`config.mk`:
```
export PLATFORM = sky130hd
export DESIGN_NAME = rc_ppm_frame_encoder
export DESIGN_NICKNAME = d
export VERILOG_FILES = /design/src/design/rcppm_pkg.sv /design/src/design/rcppm_table.sv /design/src/design/rcppm_seq.sv /design/src/design/rc_ppm_frame_encoder.sv
export SDC_FILE = /design/constraint.sdc
export NUM_CORES = 1
export LEC_CHECK = 0
export ABC_CLOCK_PERIOD_IN_PS = 8900
export CORE_UTILIZATION = 35
export CTS_BUF_LIST = sky130_fd_sc_hd__clkbuf_16
export DETAILED_ROUTE_END_ITERATION = 16
export DONT_BUFFER_PORTS = 1
export HOLD_SLACK_MARGIN = 0.08
export SLEW_MARGIN = 20
export SYNTH_ARGS = -nofsm -noshare
export SYNTH_HDL_FRONTEND = slang
export SYNTH_SLANG_ARGS = --single-unit
```
`constraint.sdc`:
```
create_clock -name clock -period 8.9 [get_ports clock]
set_clock_uncertainty 0.15 [all_clocks]
set_input_delay 1.335 -clock clock [delete_from_list [all_inputs] [get_ports clock]]
set_output_delay 1.335 -clock clock [all_outputs]
set_load 0.01 [all_outputs]
```
`src/design/rcppm_pkg.sv`:
```
// Shared types, constants and helpers for the RC pulse-position frame encoder.
// No dependencies; every other file of the block imports this package.
package rcppm_pkg;

   localparam int NUM_CHANNELS = 8;
   localparam int CH_IDX_W     = (NUM_CHANNELS > 1) ? $clog2(NUM_CHANNELS) : 1;
   localparam int SLOT_W       = 4;
   localparam int US_W         = 12;
   localparam int TPU_W        = 5;
   localparam int TICKS_W      = 16;
   localparam int REQ_WIDTH_W  = 16;
   localparam int CSR_IDX_W    = 3;
   localparam int CSR_DATA_W   = 12;

   localparam logic [SLOT_W-1:0] NUM_CH_SLOT     = SLOT_W'(NUM_CHANNELS);
   localparam logic [US_W-1:0]   DEFAULT_WIDTH_US = US_W'(1500);

   typedef enum logic {
      CMD_WRITE = 1'b0,
      CMD_TICK  = 1'b1
   } cmd_type;

   typedef enum logic [CSR_IDX_W-1:0] {
      CSR_ENABLE        = 3'd0,
      CSR_MIN_WIDTH_US  = 3'd1,
      CSR_MAX_WIDTH_US  = 3'd2,
      CSR_SYNC_WIDTH_US = 3'd3,
      CSR_GAP_US        = 3'd4,
      CSR_TICKS_PER_US  = 3'd5
   } csr_index_type;

   typedef struct packed {
      logic              enable;
      logic [US_W-1:0]   min_width_us;
      logic [US_W-1:0]   max_width_us;
      logic [US_W-1:0]   sync_width_us;
      logic [US_W-1:0]   gap_us;
      logic [TPU_W-1:0]  ticks_per_us;
   } cfg_type;

   typedef struct packed {
      cmd_type                  cmd;
      logic [SLOT_W-1:0]        channel;
      logic signed [REQ_WIDTH_W-1:0] width_us;
   } req_type;

   typedef struct packed {
      logic              line_level;
      logic [SLOT_W-1:0] slot;
      logic              frame_wrap;
   } seq_status_type;

   typedef struct packed {
      logic              line_level;
      logic [SLOT_W-1:0] slot;
      logic              frame_wrap;
      logic              write_ignored;
   } rsp_type;

   // Microseconds to timer ticks, saturated to the width of the tick counter.
   function automatic logic [TICKS_W-1:0] to_ticks(input logic [US_W-1:0]  us,
                                                   input logic [TPU_W-1:0] tpu);
      logic [US_W+TPU_W-1:0] prod;
      prod = us * tpu;
      if (prod > (US_W+TPU_W)'({TICKS_W{1'b1}}))
         return {TICKS_W{1'b1}};
      else
         return prod[TICKS_W-1:0];
   endfunction

endpackage

```
`src/design/rcppm_table.sv`:
```
// Channel width table: clamps and stores requested widths, reads the width of
// the current slot. Depends on rcppm_pkg.
module rcppm_table import rcppm_pkg::*; (
   input  logic                          clock,
   input  logic                          reset,
   input  cfg_type                       cfg,
   input  logic                          wr_en,
   input  logic [SLOT_W-1:0]             wr_channel,
   input  logic signed [REQ_WIDTH_W-1:0] wr_width_us,
   input  logic [SLOT_W-1:0]             rd_slot,
   output logic [US_W-1:0]               rd_width_us,
   output logic                          wr_out_of_range
);

   logic [US_W-1:0] width_ff [NUM_CHANNELS];
   logic [US_W-1:0] clamped;
   logic signed [REQ_WIDTH_W:0] w_ext;
   logic signed [REQ_WIDTH_W:0] min_ext;
   logic signed [REQ_WIDTH_W:0] max_ext;

   assign wr_out_of_range = (wr_channel >= NUM_CH_SLOT);

   assign w_ext   = {wr_width_us[REQ_WIDTH_W-1], wr_width_us};
   assign min_ext = (REQ_WIDTH_W+1)'({1'b0, cfg.min_width_us});
   assign max_ext = (REQ_WIDTH_W+1)'({1'b0, cfg.max_width_us});

   // With crossed clamps, a width above the maximum gets the maximum and any other width gets the minimum.
   always_comb begin
      priority if (w_ext > max_ext) begin
         clamped = cfg.max_width_us;
      end else if (w_ext < min_ext) begin
         clamped = cfg.min_width_us;
      end else begin
         clamped = wr_width_us[US_W-1:0];
      end
   end

   always_ff @(posedge clock) begin
      if (reset) begin
         for (int i = 0; i < NUM_CHANNELS; i++) begin
            width_ff[i] <= DEFAULT_WIDTH_US;
         end
      end else if (wr_en && !wr_out_of_range) begin
         width_ff[wr_channel[CH_IDX_W-1:0]] <= clamped;
      end
   end

   // Slots past the last channel are the sync slot.
   assign rd_width_us = (rd_slot < NUM_CH_SLOT) ? width_ff[rd_slot[CH_IDX_W-1:0]]
                                                : cfg.sync_width_us;

endmodule

```
`src/design/rcppm_seq.sv`:
```
// Frame sequencer: tick counter, slot/gap phase, slot index and line level.
// Depends on rcppm_pkg.
module rcppm_seq import rcppm_pkg::*; (
   input  logic              clock,
   input  logic              reset,
   input  cfg_type           cfg,
   input  logic              tick_en,
   input  logic [US_W-1:0]   slot_width_us,
   output logic [SLOT_W-1:0] cur_slot,
   output seq_status_type    status
);

   logic [TICKS_W-1:0] remaining_ff, remaining_in;
   logic               in_slot_ff, in_slot_in;
   logic [SLOT_W-1:0]  slot_ff, slot_in;
   logic               line_ff, line_in;
   logic               wrap;

   always_comb begin
      remaining_in = remaining_ff;
      in_slot_in   = in_slot_ff;
      slot_in      = slot_ff;
      line_in      = line_ff;
      wrap         = 1'b0;
      if (tick_en) begin
         priority if (!cfg.enable) begin
            remaining_in = '0;
            in_slot_in   = 1'b0;
            slot_in      = '0;
            line_in      = 1'b0;
         end else if (remaining_ff > TICKS_W'(1)) begin
            remaining_in = remaining_ff - TICKS_W'(1);
         end else if (in_slot_ff) begin
            // Slot over: the gap is high except after the sync slot.
            remaining_in = to_ticks(cfg.gap_us, cfg.ticks_per_us);
            line_in      = (slot_ff < NUM_CH_SLOT);
            in_slot_in   = 1'b0;
            if (slot_ff >= NUM_CH_SLOT) begin
               slot_in = '0;
               wrap    = 1'b1;
            end else begin
               slot_in = slot_ff + SLOT_W'(1);
            end
         end else begin
            remaining_in = to_ticks(slot_width_us, cfg.ticks_per_us);
            line_in      = 1'b0;
            in_slot_in   = 1'b1;
         end
      end
   end

   always_ff @(posedge clock) begin
      if (reset) begin
         remaining_ff <= '0;
         in_slot_ff   <= 1'b0;
         slot_ff      <= '0;
         line_ff      <= 1'b0;
      end else begin
         remaining_ff <= remaining_in;
         in_slot_ff   <= in_slot_in;
         slot_ff      <= slot_in;
         line_ff      <= line_in;
      end
   end

   assign cur_slot          = slot_ff;
   assign status.line_level = line_in;
   assign status.slot       = slot_in;
   assign status.frame_wrap = wrap;

endmodule

```
`src/design/rc_ppm_frame_encoder.sv`:
```
// Top level of the RC pulse-position frame encoder: request and response
// registers, configuration registers. Depends on rcppm_pkg, rcppm_table, rcppm_seq.
//
// Usage:
// A request is either a channel width write or one timer tick. Each request
// gives exactly one response with the line level and slot index after it, a
// frame wrap flag and a flag for writes to a channel past the last one.
// A request is taken into an input register; when the output register is free
// or drains, the table and sequencer update and the response is loaded into
// the output register. The response is then on the rsp_ ports and is taken at
// an edge where rsp_stall is low; while the receiver does not stall, one
// request is accepted every cycle.
// When the receiver stalls, the output register holds; the input register still
// accepts one more request, then req_stall is raised until the output moves.
// Reset (synchronous) empties both registers, loads the configuration reset
// values, sets every channel width to 1500 us and parks the line low at slot 0.
// Configuration writes through csr_* take effect at once; the user must make
// them while no request is in flight, as the block itself does not enforce it.
module rc_ppm_frame_encoder import rcppm_pkg::*; (
   input  logic                          clock,
   input  logic                          reset,
   input  logic                          req_valid,
   output logic                          req_stall,
   input  logic                          req_cmd,
   input  logic [SLOT_W-1:0]             req_channel,
   input  logic signed [REQ_WIDTH_W-1:0] req_width_us,
   output logic                          rsp_valid,
   input  logic                          rsp_stall,
   output logic                          rsp_line_level,
   output logic [SLOT_W-1:0]             rsp_slot,
   output logic                          rsp_frame_wrap,
   output logic                          rsp_write_ignored,
   input  logic                          csr_wr_en,
   input  logic [CSR_IDX_W-1:0]          csr_index,
   input  logic [CSR_DATA_W-1:0]         csr_wdata
);

   cfg_type        cfg_ff;
   req_type        req_ff;
   logic           req_valid_ff;
   rsp_type        rsp_ff, rsp_in;
   logic           rsp_valid_ff;
   logic           advance;
   logic           tick_en;
   logic           write_en;
   logic [SLOT_W-1:0] cur_slot;
   logic [US_W-1:0]   slot_width_us;
   logic           out_of_range;
   seq_status_type status;

   always_ff @(posedge clock) begin
      if (reset) begin
         cfg_ff.enable        <= 1'b0;
         cfg_ff.min_width_us  <= US_W'(1000);
         cfg_ff.max_width_us  <= US_W'(2000);
         cfg_ff.sync_width_us <= US_W'(4000);
         cfg_ff.gap_us        <= US_W'(300);
         cfg_ff.ticks_per_us  <= TPU_W'(2);
      end else if (csr_wr_en) begin
         unique case (csr_index_type'(csr_index))
            CSR_ENABLE:        cfg_ff.enable        <= csr_wdata[0];
            CSR_MIN_WIDTH_US:  cfg_ff.min_width_us  <= csr_wdata[US_W-1:0];
            CSR_MAX_WIDTH_US:  cfg_ff.max_width_us  <= csr_wdata[US_W-1:0];
            CSR_SYNC_WIDTH_US: cfg_ff.sync_width_us <= csr_wdata[US_W-1:0];
            CSR_GAP_US:        cfg_ff.gap_us        <= csr_wdata[US_W-1:0];
            CSR_TICKS_PER_US:  cfg_ff.ticks_per_us  <= csr_wdata[TPU_W-1:0];
            default: ;
         endcase
      end
   end

   // The held request moves on whenever the output register is free or drains.
   assign advance   = req_valid_ff && (!rsp_valid_ff || !rsp_stall);
   assign req_stall = req_valid_ff && rsp_valid_ff && rsp_stall;
   assign tick_en   = advance && (req_ff.cmd == CMD_TICK);
   assign write_en  = advance && (req_ff.cmd == CMD_WRITE);

   always_ff @(posedge clock) begin
      if (reset) begin
         req_valid_ff <= 1'b0;
      end else if (!req_stall) begin
         req_valid_ff <= req_valid;
      end
   end

   always_ff @(posedge clock) begin
      if (!req_stall && req_valid) begin
         req_ff.cmd      <= cmd_type'(req_cmd);
         req_ff.channel  <= req_channel;
         req_ff.width_us <= req_width_us;
      end
   end

   rcppm_table u_table (
      .clock           (clock),
      .reset           (reset),
      .cfg             (cfg_ff),
      .wr_en           (write_en),
      .wr_channel      (req_ff.channel),
      .wr_width_us     (req_ff.width_us),
      .rd_slot         (cur_slot),
      .rd_width_us     (slot_width_us),
      .wr_out_of_range (out_of_range)
   );

   rcppm_seq u_seq (
      .clock         (clock),
      .reset         (reset),
      .cfg           (cfg_ff),
      .tick_en       (tick_en),
      .slot_width_us (slot_width_us),
      .cur_slot      (cur_slot),
      .status        (status)
   );

   assign rsp_in.line_level    = status.line_level;
   assign rsp_in.slot          = status.slot;
   assign rsp_in.frame_wrap    = status.frame_wrap;
   assign rsp_in.write_ignored = (req_ff.cmd == CMD_WRITE) && out_of_range;

   always_ff @(posedge clock) begin
      if (reset) begin
         rsp_valid_ff <= 1'b0;
      end else if (advance) begin
         rsp_valid_ff <= 1'b1;
      end else if (!rsp_stall) begin
         rsp_valid_ff <= 1'b0;
      end
   end

   always_ff @(posedge clock) begin
      if (advance) begin
         rsp_ff <= rsp_in;
      end
   end

   assign rsp_valid         = rsp_valid_ff;
   assign rsp_line_level    = rsp_ff.line_level;
   assign rsp_slot          = rsp_ff.slot;
   assign rsp_frame_wrap    = rsp_ff.frame_wrap;
   assign rsp_write_ignored = rsp_ff.write_ignored;

endmodule

```
==> flow_summary.yaml, run 1 <==
run_status:
  status: "finished, final reports clean"
timing:
  slew_violations: 0
  setup_viol: 0
  rsz0062_at_grt: "false"
  hold_viol: 0
  max_freq_mhz: 157
  min_period_over_period_pct: 71.7
  slew_headroom_pct: 19.2
  min_period_ns: 6.38
  worstMarginPinSlew_ns: 1.20
  setup_tns_ns: 0
detailed_routing:
  drtIter0Drc: 596
  drtAntennaViolNets: 0
  drc: 0
  dr.pass1.iters: 5
  via_per_inst: 5.36
  wirelength_um: 34200
  routedWlPerCell_um: 18.4
  via_count: 9970
logic_synthesis:
  synth_largest_area_cell: "edfxtp_1"
  synthDistinctLibCells: 69
  yosysWarnings: 0
  synth_compound_area_share_pct: 14.2
  synth_top_area_share_pct: 28.0
  synth_xor_area_share_pct: 1.19
  synthArstFlopShare_pct: 0
  syn_inst: 1354
  syn_avg_cell_area_um2: 9.82
  synth_area_um2: 13300
  synthMuxAreaShare_pct: 5.88
  yosysSeqAreaShare_pct: 39.7
  synth_fp_nets: 1532
  yosys.area_share.simple_pct: 17.7
  synth_top_family_by_area: "simple AND/OR/NAND/NOR gates"
  yosys_most_used_dff: "edfxtp_1"
  synth_area_leaders: "edfxtp_1 (28%), dfxtp_1 (12%), fa_1 (9.0%), ha_1 (7.2%), nand2_1 (4.5%)"
  synth_edf_count: 124
  synth_seq_cells: 202
  synthAdderAreaFrac_pct: 16.3
grt:
  antenna_found_initial: 1
  grt_use_total_pct: 17.6
  first_global_vias: 9648
  grt_max_degree: 48
  grt-ovfl-total: 0
  grt_first_pass_wirelength_um: 53300
floorplanning:
  dieArea_um2: 38800
  core_um2: 37500
  num_rows: 71
  fp.dieW_um: 197
  start_util_pct: 35.5
  io_pins: 50
  dieHeight_um: 197
power_and_ir_drop:
  ir_worst_vdd_v: 0.000141
  powerDensity_nw_per_um2: 154
  total_power_mw: 2.25
  p_leak_nw: 5.54
placed_design:
  dp_hpwl_um: 25600
  dpl_cell_area_um2: 13800
  place_congestion: 0.840
  port_buffers: 0
final_layout:
  final.fill_count: 3766
  antenna_cells: 0
  final_nets: 1511
  final_layout_size_suffix_gt1_share_pct: 7.04
  final_cell_area_um2: 14600
  area_growth_pct: 9.61
clocking:
  cts_tree: "built"
  cts_resized: 0
  clk_path_buf_depth: 3
  insertion_delay_ns: 0.53
  clk_pin_slew_worst_paths_ns: 0.07
  cts.htree.levels: 1
  cts_root_buf: "clkbuf_16"
  cts_hold_buf: 0
  cts.sinks: 202
  post_cts_buffers: 0
  cts_made_buffers: 23
worst_setup_path:
  crit_chain: "mux4_2 -> mux2_2 -> mux2i_1 -> inv_1 -> nand2_1 -> fa_1 -> fa_1 -> inv_1 -> fa_1 -> ha_1 -> a211o_1 -> a21oi_1 -> o21ai_0 -> a31oi_1 -> mux2i_1 -> buf_4 -> nor2_1 -> o41ai_1"
  cp-start-kind: "flip-flop"
  crit_fanout: 30
  path_common_cell: "fa_1"
  worstPathRequired_ns: 9.18
  path_class: "reg2reg"
  slowest_stage: "dfxtp_2"
  cp.arrival_ns: 6.66
  worstSetupEndpointType: "flip-flop"
  slowest_delay_ns: 1.00
job:
  drv_cap: 0
hold_path:
  hp-class: "reg2reg"
[cells in the mapped netlist, types with 28 or more instances]
cell        n
ha_1       77
inv_1     108
a211oi_1   30
a21oi_1    82
nand3_1    28
clkbuf_1   46
and2_1     36
nand2_1   159
edfxtp_1  124
dfxtp_1    78
fa_1       60
o21ai_0   102
nor2_1     77
nor2b_1    54
nor3_1     61
[stage by stage]
step | hold WS, ns | setup WS (ns) | util (%) | instances
floorplan | 0.281 | 2.36 | - | 1354
global placement | 0.291 | 2.65 | 36.7 | 1817
detailed placement | 0.303 | 2.46 | 36.7 | 1817
CTS | 0.313 | 2.43 | 38.9 | 1859
global route | 0.334 | 2.03 | 38.9 | 1861
finish | 0.313 | 2.52 | 38.9 | 1861
[layout by cell type, fill, tap and decap left out, types with 5 or more instances in the layout]
cell type,n
nor3_1,60
inv_1,114
clkinv_1,5
buf_4,10
xor2_1,7
a211oi_1,30
nor2b_1,53
nor4_1,8
nand2_1,159
dfxtp_1,77
nand3_1,28
o221ai_1,12
nand2b_1,23
o211ai_1,14
o21ai_0,102
a21o_1,10
o21a_1,5
xnor2_1,11
mux4_2,24
mux2i_1,23
fa_1,60
o31ai_1,5
nor2_1,77
and2_1,36
ha_1,77
clkbuf_16,24
a21oi_1,82
or3_1,5
edfxtp_1,124
[registers in the layout (all words and copies together), names as in the netlist]
register	count
rsp_line_level	1
u_table.width_ff	96
rsp_valid	1
u_seq.in_slot_ff	1
u_seq.remaining_ff	16
u_seq.cur_slot	4
rsp_write_ignored	1
u_seq.line_ff	1
req_ff	21
req_valid_ff	1
rsp_frame_wrap	1
rsp_slot	4
cfg_ff	54
[final cells by class]
type	instances	area [um2]	area share, %
clock buffers	24	601	4.12
clock inverters	18	194	1.33
inverters	108	405	2.78
multi-input cells	987	7370	50.6
flip-flops and latches	202	5290	36.3
well taps	511	639	4.39
repair buffers	11	82.6	0.566
[cells by family (layout without fill, tap and decap cells)]
family	Yosys count	in the layout
adders and majority gates	137	137
AOI/OAI and AO/OA	305	305
muxes	48	48
and+or+nand+nor	479	479
xor gates and xnor gates	18	18
DFF	202	202
buffers and inverters	165	161
[final timing paths]
kind / startpoint / to / slack, ns / cells past startpoint
worst min register to register: cfg_ff[43] / cfg_ff[43] / 0.31 / 2
worst max-delay path: u_seq.cur_slot[0] / u_seq.remaining_ff[0] / 2.52 / 18
worst max register to register: u_seq.cur_slot[0] / u_seq.remaining_ff[0] / 2.52 / 18
worst min-delay path: cfg_ff[43] / cfg_ff[43] / 0.31 / 2
[per-layer routing]
metal / vias up / global-route usage, % / part of all wire (%)
li1: 4787 / - / -
met1: 4879 / 23.0 / 45
met2: 235 / 29.8 / 47
met3: 67 / 2.40 / 4.7
met4: 2 / 5.80 / 3.4
met5: - / 0 / 0.023
[where the power goes]
part           switching [mW]  internal, mW
registers              0.0224          1.02
logic                   0.138        0.0771
clock network           0.390         0.604
total                   0.550          1.70
[critical path, delay by kind of cell (launching register included)]
kind	cells	cell delay [ns]
DFF	1	1.00
buffers and inverters	3	0.43
muxes	4	1.37
adders and majority gates	4	1.83
AOI/OAI and AO/OA	5	1.30
and+or+nand+nor	2	0.18
(Power assumes the default switching activity.)
==> run 2, diff against run 1 <==
--- a/config.mk
+++ b/config.mk
@@ -5,7 +5,7 @@
 export SDC_FILE = /design/constraint.sdc
 export NUM_CORES = 1
 export LEC_CHECK = 0
-export ABC_CLOCK_PERIOD_IN_PS = 8900
+export ABC_CLOCK_PERIOD_IN_PS = 5500
 export CORE_UTILIZATION = 35
 export CTS_BUF_LIST = sky130_fd_sc_hd__clkbuf_16
 export DETAILED_ROUTE_END_ITERATION = 16
==> constraint.sdc (replaced) <==
create_clock -name clock -period 5.5 [get_ports clock]
set_clock_uncertainty 0.15 [all_clocks]
set_input_delay 0.825 -clock clock [delete_from_list [all_inputs] [get_ports clock]]
set_output_delay 0.825 -clock clock [all_outputs]
set_load 0.01 [all_outputs]
==> run 2 against run 1 <==
Sequential cell count is the same. Via count grew 2.0%. First-iteration DRC count grew 43%. Total power grew 55%. Highest routed layer is now met4. Largest cell class unchanged. Sequential power grew 62%. Global-route usage grew 1.1 points. Combinational power grew 87%. Final area grew 3.8%. Clock power grew 41%. Critical endpoint is now u_seq.remaining_ff[3]. Critical path depth grew 4.
==> flow_summary.yaml, run 2 (synthesis gave the netlist of run 1 again) <==
run_status:
  status: "finished, final reports clean"
final_layout:
  antenna_cells: 0
  largest_reg_flops: 96
  final_nets: 1560
  final_layout_size_suffix_gt1_share_pct: 12.9
  layout_common_cells: "nand2_1 (159), edfxtp_1 (124), inv_1 (112)"
  top_register: "u_table.width_ff"
  mostFrequentLayoutCell: "nand2_1"
  top_regs: "u_table.width_ff: 96 flops, cfg_ff: 54 flops, req_ff: 21 flops"
  final.fill_count: 3715
  multi_input_area_um2: 7590
  area_growth_pct: 13.8
  regArea_um2: 5290
floorplanning:
  dieHeight_um: 197
  io_pins: 50
  dieArea_um2: 38800
  start_util_pct: 35.5
  num_rows: 71
  core_um2: 37500
  fp.dieW_um: 197
power_and_ir_drop:
  power.switching_mw: 0.907
  p_seq_share_pct: 48.1
  power.share.clock_pct: 40.3
  p_sw_share_pct: 26.1
  powerDensity_nw_per_um2: 230
  comb_power_share_pct: 11.5
  p_leak_nw: 5.77
  power.internal_mw: 2.57
  ir_worst_vdd_v: 0.000248
placed_design:
  port_buffers: 0
  dp_hpwl_um: 26500
  place_congestion: 0.855
worst_setup_path:
  critPathTopFamily: "adder cells"
  crit_fanout: 8
  cp.arrival_ns: 5.67
  worstPathRequired_ns: 5.80
  ff2ff_path_depth: 22
  r2r-end: "u_seq.remaining_ff[3]"
  cp.depth: 22
  slowest_delay_ns: 0.55
  r2r-start: "u_seq.cur_slot[0]"
  cp-start-kind: "flip-flop"
  cp-endpoint: "u_seq.remaining_ff[3]"
  path_class: "reg2reg"
  crit_chain: "buf_12 -> mux4_2 -> mux2i_1 -> nor2_1 -> a21oi_2 -> buf_4 -> nor2b_2 -> fa_1 -> fa_1 -> inv_2 -> fa_1 -> inv_2 -> ha_4 -> or3_4 -> a21oi_4 -> o21ai_2 -> a31oi_2 -> mux2i_2 -> buf_6 -> buf_12 -> o221ai_1 -> o21ai_0"
  rrSetupSlack_ns: 0.13
  path_buf_inv: 6
  path_common_cell: "fa_1"
  critPathLaunch: "u_seq.cur_slot[0]"
  worstSetupEndpointType: "flip-flop"
  slowest_stage: "fa_1"
timing:
  slew_headroom_pct: 24.7
  min_period_over_period_pct: 97.6
  worstMarginPinSlew_ns: 1.12
  max_freq_mhz: 186
  hold_viol: 0
  setup_tns_ns: 0
  timing.hold.ws_ns: 0.214
  rsz0062_at_grt: "true"
  slew_violations: 0
  setup_viol: 0
  min_period_ns: 5.37
detailed_routing:
  drtAntennaViolNets: 0
  dr.pass1.iters: 5
  routedWlPerCell_um: 19.0
  via_per_inst: 5.33
  drtIter0Drc: 850
  drc: 0
  wirelength_um: 36300
  via_count: 10200
clocking:
  insertion_delay_ns: 0.54
  cts_root_buf: "clkbuf_16"
  cts.sinks: 202
  clk_pin_slew_worst_paths_ns: 0.06
  cts.htree.levels: 1
  cts_tree: "built"
  cts_made_buffers: 22
  clk_path_buf_depth: 3
  cts_hold_buf: 0
job:
  drv_cap: 0
grt:
  grt_use_total_pct: 18.7
  grt_first_pass_wirelength_um: 56500
  first_global_vias: 10100
  grt_max_degree: 48
  grt-ovfl-total: 0
  antenna_found_initial: 1
hold_path:
  hp-class: "in2reg"
## run 2: cell count changes in the layout (fill, tap and decap cells not counted), sizes merged
cell | before | now
buf | 10 | 61
bufinv | 4 | 1
clkbuf | 25 | 22
clkinv | 6 | 8
inv | 115 | 116
## run 2: repair_timing
action	CTS	global route
setup endpoints to repair	11	16
resized for setup	13	33
pin swaps	6	35
cloned	3	0
buffers inserted	9	9
## run 2: worst min-delay path by stage
stage / start / end / slack (ns) / depth (start not counted)
finish: reset / rsp_valid / 0.21 / 1
floorplan: u_seq.remaining_ff[10] / u_seq.remaining_ff[10] / 0.28 / 2
detailed placement: cfg_ff[52] / cfg_ff[52] / 0.30 / 2
CTS: reset / rsp_valid / 0.19 / 1
global route: reset / rsp_valid / 0.20 / 1
global placement: cfg_ff[43] / cfg_ff[43] / 0.29 / 2
## run 2: power groups by stage
stage	combinational (mW)	clock, mW	sequential, mW
after CTS	0.377	1.43	1.68
final	0.401	1.40	1.68
after global routing	0.444	1.49	1.68
after floorplan	0.271	0	1.69
after detailed placement	0.368	0	1.71
after global placement	0.363	0	1.71
## run 2: layer usage
metal | wire length (um) | part of all wire, % | vias up | track usage (%)
li1 | - | - | 4878 | -
met1 | 15500 | 43 | 4912 | 23.9
met2 | 17600 | 49 | 310 | 32.6
met3 | 2030 | 5.6 | 73 | 2.70
met4 | 1110 | 3.1 | 0 | 5.51
met5 | 0 | 0 | - | 0
## run 2: area by class of cell
| type | count | share of cell area, % |
|---|---|---|
| Timing Repair Buffer | 61 | 3.55 |
| Sequential cell | 202 | 34.9 |
| Tap cell | 511 | 4.22 |
| Inverter | 108 | 2.68 |
| Multi-Input combinational cell | 987 | 50.1 |
| Clock inverter | 18 | 0.835 |
| Clock buffer | 22 | 3.64 |
## run 2: metrics by stage
step	util (%)	instance area [um2]	total power [mW]	setup WS, ns	instances
floorplan	-	13400	1.96	0.00407	1354
global placement	37.6	14100	2.07	0.0576	1849
detailed placement	37.6	14100	2.08	-0.0580	1849
CTS	39.9	15000	3.49	0.00683	1901
global route	40.4	15100	3.61	-0.0383	1909
finish	40.4	15100	3.48	0.131	1909
## run 2: worst reg2reg max path: cells and delay by family, from the launching register on
kind	cells	cell delay, ns
AO/OA/AOI/OAI	6	0.85
adder cells (fa/ha/maj)	4	1.73
buffers and inverters	6	0.65
flip-flops	1	0.41
multiplexers	3	0.98
AND/OR/NAND/NOR	3	0.52
